### src/rtl/core/psc_pkg.sv
// Package for the plane-sweep SSD cost and winner-take-all block.
// Holds field widths, constants and the depth record type; no dependencies.
`default_nettype none

package psc_pkg;

    localparam int CHAN_W       = 8;
    localparam int ERR_W        = 32;
    localparam int ADD_W        = 28;
    localparam int DEPTH_W      = 8;
    localparam int VIEW_W       = 5;
    localparam int FRAC_W       = 8;
    localparam int DVD_W        = ERR_W + FRAC_W;
    localparam int APB_DATA_W   = 32;
    localparam int APB_ADDR_W   = 3;

    localparam int MAX_DEPTHS_DEF = 256;
    localparam int MAX_VIEWS_DEF  = 16;
    localparam int QUEUE_DEPTH    = 4;

    localparam logic [ADD_W-1:0]  OUT_PENALTY = ADD_W'(195075000);
    localparam logic [ERR_W-1:0]  ERR_OFFSET  = ERR_W'(1);
    localparam logic [ERR_W-1:0]  ERR_MAX     = '1;
    localparam logic [VIEW_W-1:0] VIEWS_RESET = VIEW_W'(2);
    localparam logic [VIEW_W-1:0] VIEWS_MIN   = VIEW_W'(2);

    // Word index of the num_views configuration register on the APB port.
    localparam logic IDX_NUM_VIEWS = 1'b0;

    typedef struct packed {
        logic [ERR_W-1:0]   err;
        logic [DEPTH_W-1:0] depth;
        logic               last_depth;
    } t_rec;

    typedef struct packed {
        logic full;
        logic empty;
    } t_q_stat;

endpackage

`default_nettype wire

### src/rtl/core/psc_in_if.sv
// Sample channel: valid/ready handshake with one reference and one neighbour pixel.
// Depends on psc_pkg for the channel widths.
`default_nettype none

interface psc_in_if;
    logic                        valid;
    logic                        ready;
    logic [psc_pkg::CHAN_W-1:0]  ref_red;
    logic [psc_pkg::CHAN_W-1:0]  ref_green;
    logic [psc_pkg::CHAN_W-1:0]  ref_blue;
    logic [psc_pkg::CHAN_W-1:0]  sample_red;
    logic [psc_pkg::CHAN_W-1:0]  sample_green;
    logic [psc_pkg::CHAN_W-1:0]  sample_blue;
    logic                        out_of_range;
    logic                        last_view;
    logic                        last_depth;

    modport source (
        output valid, ref_red, ref_green, ref_blue,
        output sample_red, sample_green, sample_blue,
        output out_of_range, last_view, last_depth,
        input  ready
    );
    modport sink (
        input  valid, ref_red, ref_green, ref_blue,
        input  sample_red, sample_green, sample_blue,
        input  out_of_range, last_view, last_depth,
        output ready
    );
endinterface

`default_nettype wire

### src/rtl/core/psc_out_if.sv
// Result channel: valid/ready handshake carrying one cost per depth.
// Depends on psc_pkg for the field widths.
`default_nettype none

interface psc_out_if;
    logic                        valid;
    logic                        ready;
    logic [psc_pkg::DEPTH_W-1:0] depth_index;
    logic [psc_pkg::ERR_W-1:0]   unary_cost;
    logic                        pixel_done;
    logic [psc_pkg::DEPTH_W-1:0] best_depth;

    modport source (
        output valid, depth_index, unary_cost, pixel_done, best_depth,
        input  ready
    );
    modport sink (
        input  valid, depth_index, unary_cost, pixel_done, best_depth,
        output ready
    );
endinterface

`default_nettype wire

### src/rtl/core/psc_fifo.sv
// Short flip-flop queue of closed-depth records between front and back.
// Depends on psc_pkg for the record and status types.
`default_nettype none

module psc_fifo #(
    parameter int DEPTH = psc_pkg::QUEUE_DEPTH
) (
    input  wire logic             i_clk,
    input  wire logic             i_rst_n,
    input  wire logic             i_push,
    input  wire psc_pkg::t_rec    i_data,
    input  wire logic             i_pop,
    output psc_pkg::t_rec         o_data,
    output psc_pkg::t_q_stat      o_stat
);
    import psc_pkg::*;

    localparam int PTR_W = (DEPTH > 1) ? $clog2(DEPTH) : 1;
    localparam int CNT_W = $clog2(DEPTH + 1);

    t_rec             r_mem [DEPTH];
    logic [PTR_W-1:0] r_wr, r_rd;
    logic [CNT_W-1:0] r_cnt;
    logic             do_push, do_pop;

    assign o_stat.full  = (r_cnt == CNT_W'(DEPTH));
    assign o_stat.empty = (r_cnt == '0);
    assign o_data       = r_mem[r_rd];
    assign do_push      = i_push && !o_stat.full;
    assign do_pop       = i_pop && !o_stat.empty;

    always_ff @(posedge i_clk) begin
        if (do_push) begin
            r_mem[r_wr] <= i_data;
        end
    end

    always_ff @(posedge i_clk) begin
        if (!i_rst_n) begin
            r_wr  <= '0;
            r_rd  <= '0;
            r_cnt <= '0;
        end else begin
            if (do_push) begin
                r_wr <= (r_wr == PTR_W'(DEPTH - 1)) ? '0 : r_wr + PTR_W'(1);
            end
            if (do_pop) begin
                r_rd <= (r_rd == PTR_W'(DEPTH - 1)) ? '0 : r_rd + PTR_W'(1);
            end
            case ({do_push, do_pop})
                2'b10:   r_cnt <= r_cnt + CNT_W'(1);
                2'b01:   r_cnt <= r_cnt - CNT_W'(1);
                default: r_cnt <= r_cnt;
            endcase
        end
    end

endmodule

`default_nettype wire

### src/rtl/core/psc_front.sv
// Front end: takes one sample a cycle unless stalled by a full queue,
// squares channel differences and accumulates the per-depth error;
// pushes a record when a depth closes. Depends on psc_pkg and psc_in_if.
`default_nettype none

module psc_front #(
    parameter int MAX_DEPTHS = psc_pkg::MAX_DEPTHS_DEF
) (
    input  wire logic          i_clk,
    input  wire logic          i_rst_n,
    psc_in_if.sink             i_smp,
    input  wire psc_pkg::t_q_stat i_q_stat,
    output logic               o_push,
    output psc_pkg::t_rec      o_rec
);
    import psc_pkg::*;

    localparam int DEP_W = (MAX_DEPTHS > 1) ? $clog2(MAX_DEPTHS) : 1;

    function automatic logic [15:0] sq_diff(input logic [CHAN_W-1:0] a,
                                            input logic [CHAN_W-1:0] b);
        logic [CHAN_W-1:0] m;
        m = (a >= b) ? (a - b) : (b - a);
        return {8'b0, m} * {8'b0, m};
    endfunction

    logic [ADD_W-1:0] n_add;
    logic [ADD_W-1:0] r_a_add;
    logic             r_a_vld, r_a_lv, r_a_ld;
    logic             a_take;
    logic [ERR_W-1:0] r_err;
    logic [ERR_W:0]   sum_wide;
    logic [ERR_W-1:0] sum_sat;
    logic [DEP_W-1:0] r_dep;

    always_comb begin
        if (i_smp.out_of_range) begin
            n_add = OUT_PENALTY;
        end else begin
            n_add = ADD_W'({2'b0, sq_diff(i_smp.ref_red,   i_smp.sample_red)})
                  + ADD_W'({2'b0, sq_diff(i_smp.ref_green, i_smp.sample_green)})
                  + ADD_W'({2'b0, sq_diff(i_smp.ref_blue,  i_smp.sample_blue)});
        end
    end

    // A closing sample waits in the first stage while the queue is full.
    assign a_take      = r_a_vld && (!r_a_lv || !i_q_stat.full);
    assign i_smp.ready = !r_a_vld || a_take;

    assign sum_wide = {1'b0, r_err} + (ERR_W + 1)'(r_a_add);
    assign sum_sat  = sum_wide[ERR_W] ? ERR_MAX : sum_wide[ERR_W-1:0];

    assign o_push           = a_take && r_a_lv;
    assign o_rec.err        = sum_sat;
    assign o_rec.depth      = DEPTH_W'(r_dep);
    assign o_rec.last_depth = r_a_ld;

    always_ff @(posedge i_clk) begin
        if (i_smp.valid && i_smp.ready) begin
            r_a_add <= n_add;
            r_a_lv  <= i_smp.last_view;
            r_a_ld  <= i_smp.last_depth;
        end
    end

    always_ff @(posedge i_clk) begin
        if (!i_rst_n) begin
            r_a_vld <= 1'b0;
            r_err   <= ERR_OFFSET;
            r_dep   <= '0;
        end else begin
            if (i_smp.ready) begin
                r_a_vld <= i_smp.valid;
            end
            if (a_take) begin
                if (r_a_lv) begin
                    r_err <= ERR_OFFSET;
                    if (r_a_ld || r_dep == DEP_W'(MAX_DEPTHS - 1)) begin
                        r_dep <= '0;
                    end else begin
                        r_dep <= r_dep + DEP_W'(1);
                    end
                end else begin
                    r_err <= sum_sat;
                end
            end
        end
    end

endmodule

`default_nettype wire

### src/rtl/core/psc_back.sv
// Back end: pops closed depths, tracks the first minimum and scales the
// error by 256 / (3 * views) with a bit-serial restoring divider.
// Depends on psc_pkg and psc_out_if.
`default_nettype none

module psc_back #(
    parameter int MAX_VIEWS = psc_pkg::MAX_VIEWS_DEF
) (
    input  wire logic                      i_clk,
    input  wire logic                      i_rst_n,
    input  wire logic [psc_pkg::VIEW_W-1:0] i_num_views,
    input  wire psc_pkg::t_rec             i_rec,
    input  wire psc_pkg::t_q_stat          i_q_stat,
    output logic                           o_pop,
    psc_out_if.source                      o_res
);
    import psc_pkg::*;

    localparam int DIV_W = $clog2(3 * MAX_VIEWS + 1);
    localparam int CNT_W = $clog2(DVD_W);
    localparam logic [VIEW_W-1:0] VIEWS_MAX = VIEW_W'(MAX_VIEWS);

    typedef enum logic [2:0] {
        S_IDLE = 3'b001,
        S_DIV  = 3'b010,
        S_HOLD = 3'b100
    } t_bstate;

    t_bstate            r_state;
    logic [VIEW_W-1:0]  views;
    logic [DIV_W-1:0]   divisor;
    logic [ERR_W-1:0]   r_min_err;
    logic [DEPTH_W-1:0] r_min_dep;
    logic               take_min;
    logic [DEPTH_W-1:0] best_now;
    logic [DIV_W-1:0]   r_div;
    logic [DIV_W-1:0]   r_rem;
    logic [DVD_W-1:0]   r_dq;
    logic [CNT_W-1:0]   r_cnt;
    logic [DIV_W:0]     trial;
    logic               fits;
    logic [DEPTH_W-1:0] r_dep_out;
    logic               r_ld;
    logic [DEPTH_W-1:0] r_best;
    logic               r_o_vld;
    logic               out_free;

    always_comb begin
        if (i_num_views < VIEWS_MIN) begin
            views = VIEWS_MIN;
        end else if (i_num_views > VIEWS_MAX) begin
            views = VIEWS_MAX;
        end else begin
            views = i_num_views;
        end
    end

    assign divisor  = DIV_W'({views, 1'b0}) + DIV_W'(views);
    assign o_pop    = (r_state == S_IDLE) && !i_q_stat.empty;
    assign take_min = (i_rec.depth == '0) || (i_rec.err < r_min_err);
    assign best_now = take_min ? i_rec.depth : r_min_dep;

    assign trial = {r_rem, r_dq[DVD_W-1]};
    assign fits  = (trial >= {1'b0, r_div});

    assign out_free    = !r_o_vld || o_res.ready;
    assign o_res.valid = r_o_vld;

    always_ff @(posedge i_clk) begin
        if (o_pop) begin
            r_div     <= divisor;
            r_rem     <= '0;
            r_dq      <= {i_rec.err, FRAC_W'(0)};
            r_dep_out <= i_rec.depth;
            r_ld      <= i_rec.last_depth;
            r_best    <= i_rec.last_depth ? best_now : '0;
        end else if (r_state == S_DIV) begin
            r_rem <= fits ? DIV_W'(trial - {1'b0, r_div}) : DIV_W'(trial);
            r_dq  <= {r_dq[DVD_W-2:0], fits};
        end
        if (r_state == S_HOLD && out_free) begin
            o_res.depth_index <= r_dep_out;
            o_res.unary_cost  <= (|r_dq[DVD_W-1:ERR_W]) ? ERR_MAX : r_dq[ERR_W-1:0];
            o_res.pixel_done  <= r_ld;
            o_res.best_depth  <= r_best;
        end
    end

    always_ff @(posedge i_clk) begin
        if (!i_rst_n) begin
            r_state   <= S_IDLE;
            r_cnt     <= '0;
            r_min_err <= ERR_MAX;
            r_min_dep <= '0;
            r_o_vld   <= 1'b0;
        end else begin
            if (r_state == S_HOLD && out_free) begin
                r_o_vld <= 1'b1;
            end else if (o_res.ready) begin
                r_o_vld <= 1'b0;
            end
            case (r_state)
                S_IDLE: begin
                    if (o_pop) begin
                        r_cnt   <= '0;
                        r_state <= S_DIV;
                        // The minimum starts afresh once a pixel has closed.
                        if (i_rec.last_depth) begin
                            r_min_err <= ERR_MAX;
                            r_min_dep <= '0;
                        end else if (take_min) begin
                            r_min_err <= i_rec.err;
                            r_min_dep <= i_rec.depth;
                        end
                    end
                end
                S_DIV: begin
                    r_cnt <= r_cnt + CNT_W'(1);
                    if (r_cnt == CNT_W'(DVD_W - 1)) begin
                        r_state <= S_HOLD;
                    end
                end
                S_HOLD: begin
                    if (out_free) begin
                        r_state <= S_IDLE;
                    end
                end
                default: r_state <= S_IDLE;
            endcase
        end
    end

endmodule

`default_nettype wire

### src/rtl/core/plane_sweep_ssd_cost_argmin.sv
// Top level of the plane-sweep SSD cost and winner-take-all block.
// Depends on psc_pkg, psc_in_if, psc_out_if, psc_fifo, psc_front, psc_back.
//
//  Channel   Direction  Handshake            Carries
//  i_smp     in         valid/ready          reference and neighbour RGB, flags
//  o_res     out        valid/ready          depth, scaled cost, done, best depth
//  APB       in/out     psel/penable/pready  num_views at byte address 0
//
// The front takes one sample per cycle; a closing sample enters a four-deep queue
// and waits while that queue is full. For each depth the back pops the record and
// updates the minimum, runs the bit-serial divide of the 40-bit scaled error, then
// loads the output before it pops again; if depths close faster the front stalls.
// Reset is synchronous and active low.
`default_nettype none

module plane_sweep_ssd_cost_argmin #(
    parameter int MAX_DEPTHS = psc_pkg::MAX_DEPTHS_DEF,
    parameter int MAX_VIEWS  = psc_pkg::MAX_VIEWS_DEF
) (
    input  wire logic                          i_clk,
    input  wire logic                          i_rst_n,
    psc_in_if.sink                             i_smp,
    psc_out_if.source                          o_res,
    input  wire logic                          psel,
    input  wire logic                          penable,
    input  wire logic                          pwrite,
    input  wire logic [psc_pkg::APB_ADDR_W-1:0] paddr,
    input  wire logic [psc_pkg::APB_DATA_W-1:0] pwdata,
    output logic [psc_pkg::APB_DATA_W-1:0]     prdata,
    output logic                               pready
);
    import psc_pkg::*;

    logic [VIEW_W-1:0] r_num_views;
    logic              cfg_wr;
    logic              push, pop;
    t_rec              rec_in, rec_out;
    t_q_stat           q_stat;

    assign pready = 1'b1;
    assign cfg_wr = psel && penable && pwrite && pready;
    assign prdata = (paddr[2] == IDX_NUM_VIEWS)
                  ? APB_DATA_W'(r_num_views) : '0;

    always_ff @(posedge i_clk) begin
        if (!i_rst_n) begin
            r_num_views <= VIEWS_RESET;
        end else if (cfg_wr && paddr[2] == IDX_NUM_VIEWS) begin
            r_num_views <= pwdata[VIEW_W-1:0];
        end
    end

    psc_front #(
        .MAX_DEPTHS (MAX_DEPTHS)
    ) u_front (
        .i_clk    (i_clk),
        .i_rst_n  (i_rst_n),
        .i_smp    (i_smp),
        .i_q_stat (q_stat),
        .o_push   (push),
        .o_rec    (rec_in)
    );

    psc_fifo #(
        .DEPTH (QUEUE_DEPTH)
    ) u_fifo (
        .i_clk   (i_clk),
        .i_rst_n (i_rst_n),
        .i_push  (push),
        .i_data  (rec_in),
        .i_pop   (pop),
        .o_data  (rec_out),
        .o_stat  (q_stat)
    );

    psc_back #(
        .MAX_VIEWS (MAX_VIEWS)
    ) u_back (
        .i_clk       (i_clk),
        .i_rst_n     (i_rst_n),
        .i_num_views (r_num_views),
        .i_rec       (rec_out),
        .i_q_stat    (q_stat),
        .o_pop       (pop),
        .o_res       (o_res)
    );

endmodule

`default_nettype wire
### src/flat_wrapper.sv
// flat-port wrapper written by rule: the top's interface ports become plain ports
module plane_sweep_ssd_cost_argmin_flat import psc_pkg::*;
#(
    parameter int MAX_DEPTHS = psc_pkg::MAX_DEPTHS_DEF,
    parameter int MAX_VIEWS  = psc_pkg::MAX_VIEWS_DEF
)
  (i_clk, i_rst_n, psel, penable, pwrite, paddr, pwdata, prdata, pready, i_smp_valid, i_smp_ref_red, i_smp_ref_green, i_smp_ref_blue, i_smp_sample_red, i_smp_sample_green, i_smp_sample_blue, i_smp_out_of_range, i_smp_last_view, i_smp_last_depth, i_smp_ready, o_res_valid, o_res_depth_index, o_res_unary_cost, o_res_pixel_done, o_res_best_depth, o_res_ready);
  psc_in_if i_smp_i ();
  psc_out_if o_res_i ();
  input  wire logic i_clk;
  input  wire logic i_rst_n;
  input  wire logic psel;
  input  wire logic penable;
  input  wire logic pwrite;
  input  wire logic [psc_pkg::APB_ADDR_W-1:0] paddr;
  input  wire logic [psc_pkg::APB_DATA_W-1:0] pwdata;
  output logic [psc_pkg::APB_DATA_W-1:0] prdata;
  output logic pready;
  input wire logic [$bits(i_smp_i.valid)-1:0] i_smp_valid;
  input wire logic [$bits(i_smp_i.ref_red)-1:0] i_smp_ref_red;
  input wire logic [$bits(i_smp_i.ref_green)-1:0] i_smp_ref_green;
  input wire logic [$bits(i_smp_i.ref_blue)-1:0] i_smp_ref_blue;
  input wire logic [$bits(i_smp_i.sample_red)-1:0] i_smp_sample_red;
  input wire logic [$bits(i_smp_i.sample_green)-1:0] i_smp_sample_green;
  input wire logic [$bits(i_smp_i.sample_blue)-1:0] i_smp_sample_blue;
  input wire logic [$bits(i_smp_i.out_of_range)-1:0] i_smp_out_of_range;
  input wire logic [$bits(i_smp_i.last_view)-1:0] i_smp_last_view;
  input wire logic [$bits(i_smp_i.last_depth)-1:0] i_smp_last_depth;
  output wire logic [$bits(i_smp_i.ready)-1:0] i_smp_ready;
  output wire logic [$bits(o_res_i.valid)-1:0] o_res_valid;
  output wire logic [$bits(o_res_i.depth_index)-1:0] o_res_depth_index;
  output wire logic [$bits(o_res_i.unary_cost)-1:0] o_res_unary_cost;
  output wire logic [$bits(o_res_i.pixel_done)-1:0] o_res_pixel_done;
  output wire logic [$bits(o_res_i.best_depth)-1:0] o_res_best_depth;
  input wire logic [$bits(o_res_i.ready)-1:0] o_res_ready;
  assign i_smp_i.valid = i_smp_valid;
  assign i_smp_i.ref_red = i_smp_ref_red;
  assign i_smp_i.ref_green = i_smp_ref_green;
  assign i_smp_i.ref_blue = i_smp_ref_blue;
  assign i_smp_i.sample_red = i_smp_sample_red;
  assign i_smp_i.sample_green = i_smp_sample_green;
  assign i_smp_i.sample_blue = i_smp_sample_blue;
  assign i_smp_i.out_of_range = i_smp_out_of_range;
  assign i_smp_i.last_view = i_smp_last_view;
  assign i_smp_i.last_depth = i_smp_last_depth;
  assign i_smp_ready = i_smp_i.ready;
  assign o_res_valid = o_res_i.valid;
  assign o_res_depth_index = o_res_i.depth_index;
  assign o_res_unary_cost = o_res_i.unary_cost;
  assign o_res_pixel_done = o_res_i.pixel_done;
  assign o_res_best_depth = o_res_i.best_depth;
  assign o_res_i.ready = o_res_ready;
  plane_sweep_ssd_cost_argmin #(.MAX_DEPTHS(MAX_DEPTHS), .MAX_VIEWS(MAX_VIEWS)) u_core (.i_clk(i_clk), .i_rst_n(i_rst_n), .i_smp(i_smp_i), .o_res(o_res_i), .psel(psel), .penable(penable), .pwrite(pwrite), .paddr(paddr), .pwdata(pwdata), .prdata(prdata), .pready(pready));
endmodule
### config.mk
export PLATFORM = sky130hd
export DESIGN_NAME = plane_sweep_ssd_cost_argmin_flat
export DESIGN_NICKNAME = d
export VERILOG_FILES = /design/src/rtl/core/psc_pkg.sv /design/src/rtl/core/psc_in_if.sv /design/src/rtl/core/psc_out_if.sv /design/src/rtl/core/psc_fifo.sv /design/src/rtl/core/psc_front.sv /design/src/rtl/core/psc_back.sv /design/src/rtl/core/plane_sweep_ssd_cost_argmin.sv /design/src/flat_wrapper.sv
export SDC_FILE = /design/constraint.sdc
export NUM_CORES = 1
export LEC_CHECK = 0
export BUFFER_PORTS_ARGS = -buffer_cell sky130_fd_sc_hd__buf_2
export CORE_UTILIZATION = 52
export DETAILED_ROUTE_END_ITERATION = 7
export MAX_ROUTING_LAYER = met4
export PLACE_DENSITY = 0.78
export SETUP_SLACK_MARGIN = 0.3
export SLEW_MARGIN = 40
export SYNTH_ARGS = -nofsm -noshare
export SYNTH_HDL_FRONTEND = slang
export SYNTH_HIERARCHICAL = 1
export SYNTH_SLANG_ARGS = --single-unit
### constraint.sdc
create_clock -name i_clk -period 10.4 [get_ports i_clk]
set_clock_uncertainty 0.15 [all_clocks]
set_input_delay 0.52 -clock i_clk [delete_from_list [all_inputs] [get_ports i_clk]]
set_output_delay 0.52 -clock i_clk [all_outputs]
set_load 0.1 [all_outputs]
# Yosys cells after proc, flatten, opt, wreduce, memory -nomap -nowiden
# Memory sizes are Yosys's and may differ from the RTL's. A register that Yosys moved wholly into a read port is not among the register bits.
# Cells that the tools add are included.
dict set report totals {
  ram_bits 164
  mem_bits_ro 0
  inputBits 93
  memories 1
  latchBits 0
  regBits 251
}
# memory words word_bits rd rd_ports_with_merged_regs write_ports line
set mem_list {}
lappend mem_list {u_core.u_fifo.r_mem 4 41 1 1 1 psc_fifo.sv:21} ;# t_rec r_mem [DEPTH];
dict set report classes {
  bitwise_logic 1
  muxes 31
  n_reduce_logical 33
  magnitude_cmp 7
  addsub 17
  n_eq_ne 13
  div_mod_pow 0
  n_mul 3
  n_shift 0
}
# operator count
set op_table {}
lappend op_table {{32-bit two-way mux} 4}
lappend op_table {{40-bit two-way mux} 2}
lappend op_table {{8-bit by 8-bit multiplier with 16-bit output} 3}
lappend op_table {{8-bit two-way mux} 6}
lappend op_table {{8-bit subtractor} 6}
lappend op_table {{32-bit by 28-bit adder with 33-bit output} 1}
lappend op_table {{32-bit less-than comparator} 1}
lappend op_table {{8-bit greater-or-equal comparator} 3}
lappend op_table {{17-bit by 16-bit adder with 18-bit output} 1}
lappend op_table {{16-bit by 16-bit adder with 17-bit output} 1}
lappend op_table {{5-bit two-way mux} 3}
lappend op_table {{6-bit two-way mux} 2}
lappend op_table {{6-bit one-hot mux with 2 select lines} 1}
lappend op_table {{1-bit logical AND} 10}
lappend op_table {{2-bit nonzero test} 5}
lappend op_table {{3-bit two-way mux} 3}
lappend op_table {{3-bit one-hot mux with 3 select lines} 1}
lappend op_table {{8-bit by 1-bit adder with 8-bit output, second input constant} 1}
lappend op_table {{8-bit equality test, second input constant} 1}
lappend op_table {{8-bit logical NOT} 1}
lappend op_table {{2-bit two-way mux} 4}
lappend op_table {{8-bit OR reduction} 1}
lappend op_table {{7-bit by 6-bit greater-or-equal comparator with 1-bit output} 1}
lappend op_table {{6-bit by 1-bit adder with 6-bit output, second input constant} 1}
lappend op_table {{23 further kinds} 42}

# Logic depth before layout (Yosys ltp)
dict set report depth {
  word_depth 8
  mapped_depth 36
}

# Hierarchy
# Netlist, hierarchy kept.
# mod n_inst cells_per_inst area_each_um2
set by_module_without_submodules {}
lappend by_module_without_submodules {psc_front 1 1297 11208.2}
lappend by_module_without_submodules {psc_back 1 567 7300.8}
lappend by_module_without_submodules {psc_fifo 1 271 6461.2}
lappend by_module_without_submodules {plane_sweep_ssd_cost_argmin 1 58 479.2}

# Worst setup path before layout
# OpenSTA, ideal clock, no wires.
dict set report synth_path {
  path_kind {input -> register}
  start {input i_smp_ref_green[0]}
  end {register u_core.u_front.r_a_add[16], data pin}
  path_slack_ns 1.814
  setup_time_ns 0.265
  path_stages 29
  t_arrival_ns 8.171
  t_required_ns 9.985
  path_cell_list {inv_1 > ha_1 > inv_1 > fa_1 > a221o_1 > o2111ai_1 > o211ai_1 > o311ai_1 > a31oi_1 > o211ai_1 > nand3_1 > nor3_1 > fa_1 > fa_1 > fa_1 > fa_1 > fa_1 > fa_1 > inv_1 > fa_1 > inv_1 > ha_1 > a21o_1 > a31oi_1 > o21ai_0 > o41ai_1 > o21ai_0 > xnor2_1 > nor2_1}
}
dict set report synth_via {
  elab_chain_cells 5
}
# element line
set synth_lines {}
lappend synth_lines {{start: declaration} flat_wrapper.sv:21} ;# input wire logic [$bits(i_smp_i.ref_green)-1:0] i_smp_ref_green;
lappend synth_lines {{8-bit subtractor or 8-bit greater-or-equal comparator (tied branches)} psc_front.sv:23} ;# m = (a >= b) ? (a - b) : (b - a);
lappend synth_lines {{8-bit two-way mux *} psc_front.sv:23}
lappend synth_lines {{8-bit by 8-bit multiplier with 16-bit output *} psc_front.sv:24} ;# return {8'b0, m} * {8'b0, m};
lappend synth_lines {{16-bit by 16-bit adder with 17-bit output *} psc_front.sv:41} ;# + ADD_W'({2'b0, sq_diff(i_smp.ref_green, i_smp.sample_green)})
lappend synth_lines {{17-bit by 16-bit adder with 18-bit output *} psc_front.sv:42} ;# + ADD_W'({2'b0, sq_diff(i_smp.ref_blue, i_smp.sample_blue)});
lappend synth_lines {{end signal: assignment} psc_front.sv:60} ;# r_a_add <= n_add;
lappend synth_lines {{end: declaration} psc_front.sv:28} ;# logic [ADD_W-1:0] r_a_add;
# Every way passes the cells marked *; elsewhere a longest branch is shown, timed or not.
# A chain may end at the register's enable or synchronous reset.

# Final worst setup path
# Ends and elaborated chain as after synthesis.

==> run summary <==
Outcome - completed
Drt pass-1 iters - 6
Fin crit share - 87.0%
Hold WC Path Type - in2reg
Ranking of synthesized cells by area - edfxtp_1 (34%), fa_1 (11%), ha_1 (9.6%), dfxtp_1 (9.4%), inv_1 (4.9%)
Post-Synthesis Cells - 2193
Required @ worst endpoint - 10.52 ns
Die Width - 223 um
Die Y - 223 um
Vias/cell - 5.48
Row Count - 80
RePlAce Congestion - 0.868
Fin. Hold Viols - 0
Post-CTS Setup Bufs - 0
H-tree depth - 2
Startpoint types - primary input
DR vias - 16200
Synth warn - 6
Commonest non-fill, non-tap cell in the layout - inv_1
Synth top area share - 34.1%
Vias in the first global route - 16700
Setup violations, final - 0
Initial Utilization - 53.0%
WS Path Type - in2reg
Crit path DAT - 9.16 ns
Worst Max-Slew Pin Slew - 0.818 ns
Reg clk slew, reported paths - 0.06 ns
Layout Nets - 2734
Slew headroom - 45.4%
Core ar. - 48000 sq um
Clk Latency, worst-skew pair - 0.54 ns
Die area - 49800 sq um
Cts repair resizes - 0
I/O pins - 177
Largest net degree at the start of global routing - 61
Clk sink count - 408
Commonest non-fill, non-tap cells in the layout - inv_1 (330), edfxtp_1 (289), ha_1 (196)
Biggest area consumer among synthesized cells - edfxtp_1
Average cell area after synthesis - 11.6 sq um
Area grow syn2layout - 9.35%
Synth Register Bits - 408
GR Overflow Total - 0
Maximum buffer depth of the clock tree - 3
Mapped cell area - 25400 sq um
CP max FO - 6
Avg WL per Cell - 16.5 um
Final Max Slew Viols - 0
Hold_buf cts - 0
FILL cells - 3818
Count of cell types in the netlist - 96
CTS Buf Count - 39
Max Cap Violations - 0
IO buf count - 119
Sequential area share after synthesis - 43.5%
Post-synth EDFFs - 289
Most frequent CP cell - fa_1
Antenna Nets Post-Route - 0
Drt drc - 0
RSZ-0062 raised after global routing - false
Final period demand of the worst path - 9.05 ns
First-pass GRT wire length - 80.5 mm
DRT Wirelength - 48.6 mm
Ys async rst share - 0%
TNS Setup - 0 ns
Tot GR Track Use - 20.4%
Max Freq - 111 MHz
DR iter-0 viols - 827
Slowest CP cell - fa_1
Top_reg_cell synth - edfxtp_1
Initial antenna violation count - 1
CP Capture Type - register
CTS tree - built
Root Buffer - clkbuf_16
HPWL reported at the end of detailed placement - 36.2 mm
CP peak stage delay - 0.55 ns
Share of cells above drive strength 1 - 14.7%
## per-stage QoR
stage / setup slack, ns / instances / hold slack [ns] / instance area, sq um / util, %
after floorplan: 1.81 / 2219 / 0.250 / 25500 / -
after global placement: 0.891 / 2876 / 0.256 / 26500 / 55.1
after detailed placement: 0.814 / 2876 / 0.255 / 26500 / 55.1
after CTS: 1.37 / 2948 / 0.0532 / 27800 / 57.9
after global routing: 0.861 / 2949 / 0.0500 / 27800 / 57.9
final: 1.35 / 2949 / 0.0892 / 27800 / 57.9
## state kept, by name, indices dropped and copies added, names as in the netlist, 2 cells and up, named ones only
signal and cells:
u_core/u_back/r_min_dep 8, u_core/u_back/r_min_err 32, u_core/u_fifo/r_cnt 3, u_core/u_back/r_dep_out 8, u_core/u_fifo/r_mem 164, u_core/u_back/r_best 8, u_core/u_back/r_div 6, u_core/u_back/r_state 3
u_core/u_back/o_res.unary_cost 32, u_core/u_front/r_a_add 19, u_core/r_num_views 5, u_core/u_back/r_dq 40, u_core/u_back/o_res.depth_index 8, u_core/u_back/r_rem 6, u_core/u_front/r_err 32, u_core/u_fifo/r_rd 2
u_core/u_back/o_res.best_depth 8, u_core/u_fifo/r_wr 2, u_core/u_back/r_cnt 6, u_core/u_front/r_dep 8
## final timing paths
check                     startpoint  slack [ns]  cells after the start                                 to
min                 i_smp_last_depth        0.09                      1              u_core/u_front/r_a_ld
max reg2reg                 register        5.84                     10        u_core/u_back/r_min_err[31]
max               i_smp_ref_green[0]        1.35                     30         u_core/u_front/r_a_add[16]
min reg2reg  u_core/u_back/r_best[1]        0.27                      0  u_core/u_back/o_res.best_depth[1]
## area by class of cell
type                    instances  area (sq um)  area share (%)
clock inverters                22           265           0.953
well taps                     615           769            2.77
clock buffers                  50          1070            3.84
diodes                          1          2.50         0.00899
inverters                     333          1250            4.49
flip-flops and latches        408         11100            39.8
multi-input cells            1381         12700            45.5
repair buffers                139           749            2.69
## kinds of logic (layout without fill, tap and decap cells)
logic type               count (synthesis)  after routing  synth area share (%)
AND/OR/NAND/NOR                        475            475                  9.63
AO/OA/AOI/OAI                          384            384                  10.8
multiplexers                            83             83                  5.31
buffers and inverters                  430            544                  7.39
flip-flops                             408            408                  43.5
adder cells (fa/ha/maj)                339            339                  20.9
XOR/XNOR                                72             72                  2.48
other                                    2             29                0.0295
## worst max-delay path: cells and delay by family
family	cells	cell delay, ns
compound gates	11	2.82
xor+xnor	1	0.17
buf+inv	5	0.31
fa+ha+maj	10	4.64
simple gates	3	0.72
## Yosys cell counts (25+ instances only)
| cell type | n |
|---|---|
| buf_4 | 30 |
| o22a_1 | 30 |
| ha_1 | 196 |
| edfxtp_1 | 289 |
| a21oi_1 | 90 |
| fa_1 | 143 |
| nand3_1 | 26 |
| mux4_2 | 40 |
| or2_2 | 46 |
| xnor2_1 | 44 |
| o21ai_0 | 49 |
| inv_1 | 332 |
| dfxtp_1 | 119 |
| nand2_1 | 109 |
| mux2i_1 | 38 |
| nand2b_1 | 25 |
| a21o_1 | 31 |
| clkbuf_1 | 39 |
| nor2b_1 | 31 |
| xor2_1 | 28 |
| a22o_1 | 48 |
| nor2_1 | 120 |
## metal layers
metal / global-route usage (%) / vias up / part of all wire (%)
li1: - / 7787 / -
met1: 24.4 / 7923 / 42
met2: 36.5 / 369 / 52
met3: 2.16 / 71 / 3.5
met4: 5.83 / 0 / 2.3
met5: - / - / 0
Power is not shown: default switching activity piles up to over one toggle a cycle in this logic, so the estimate is an artifact.
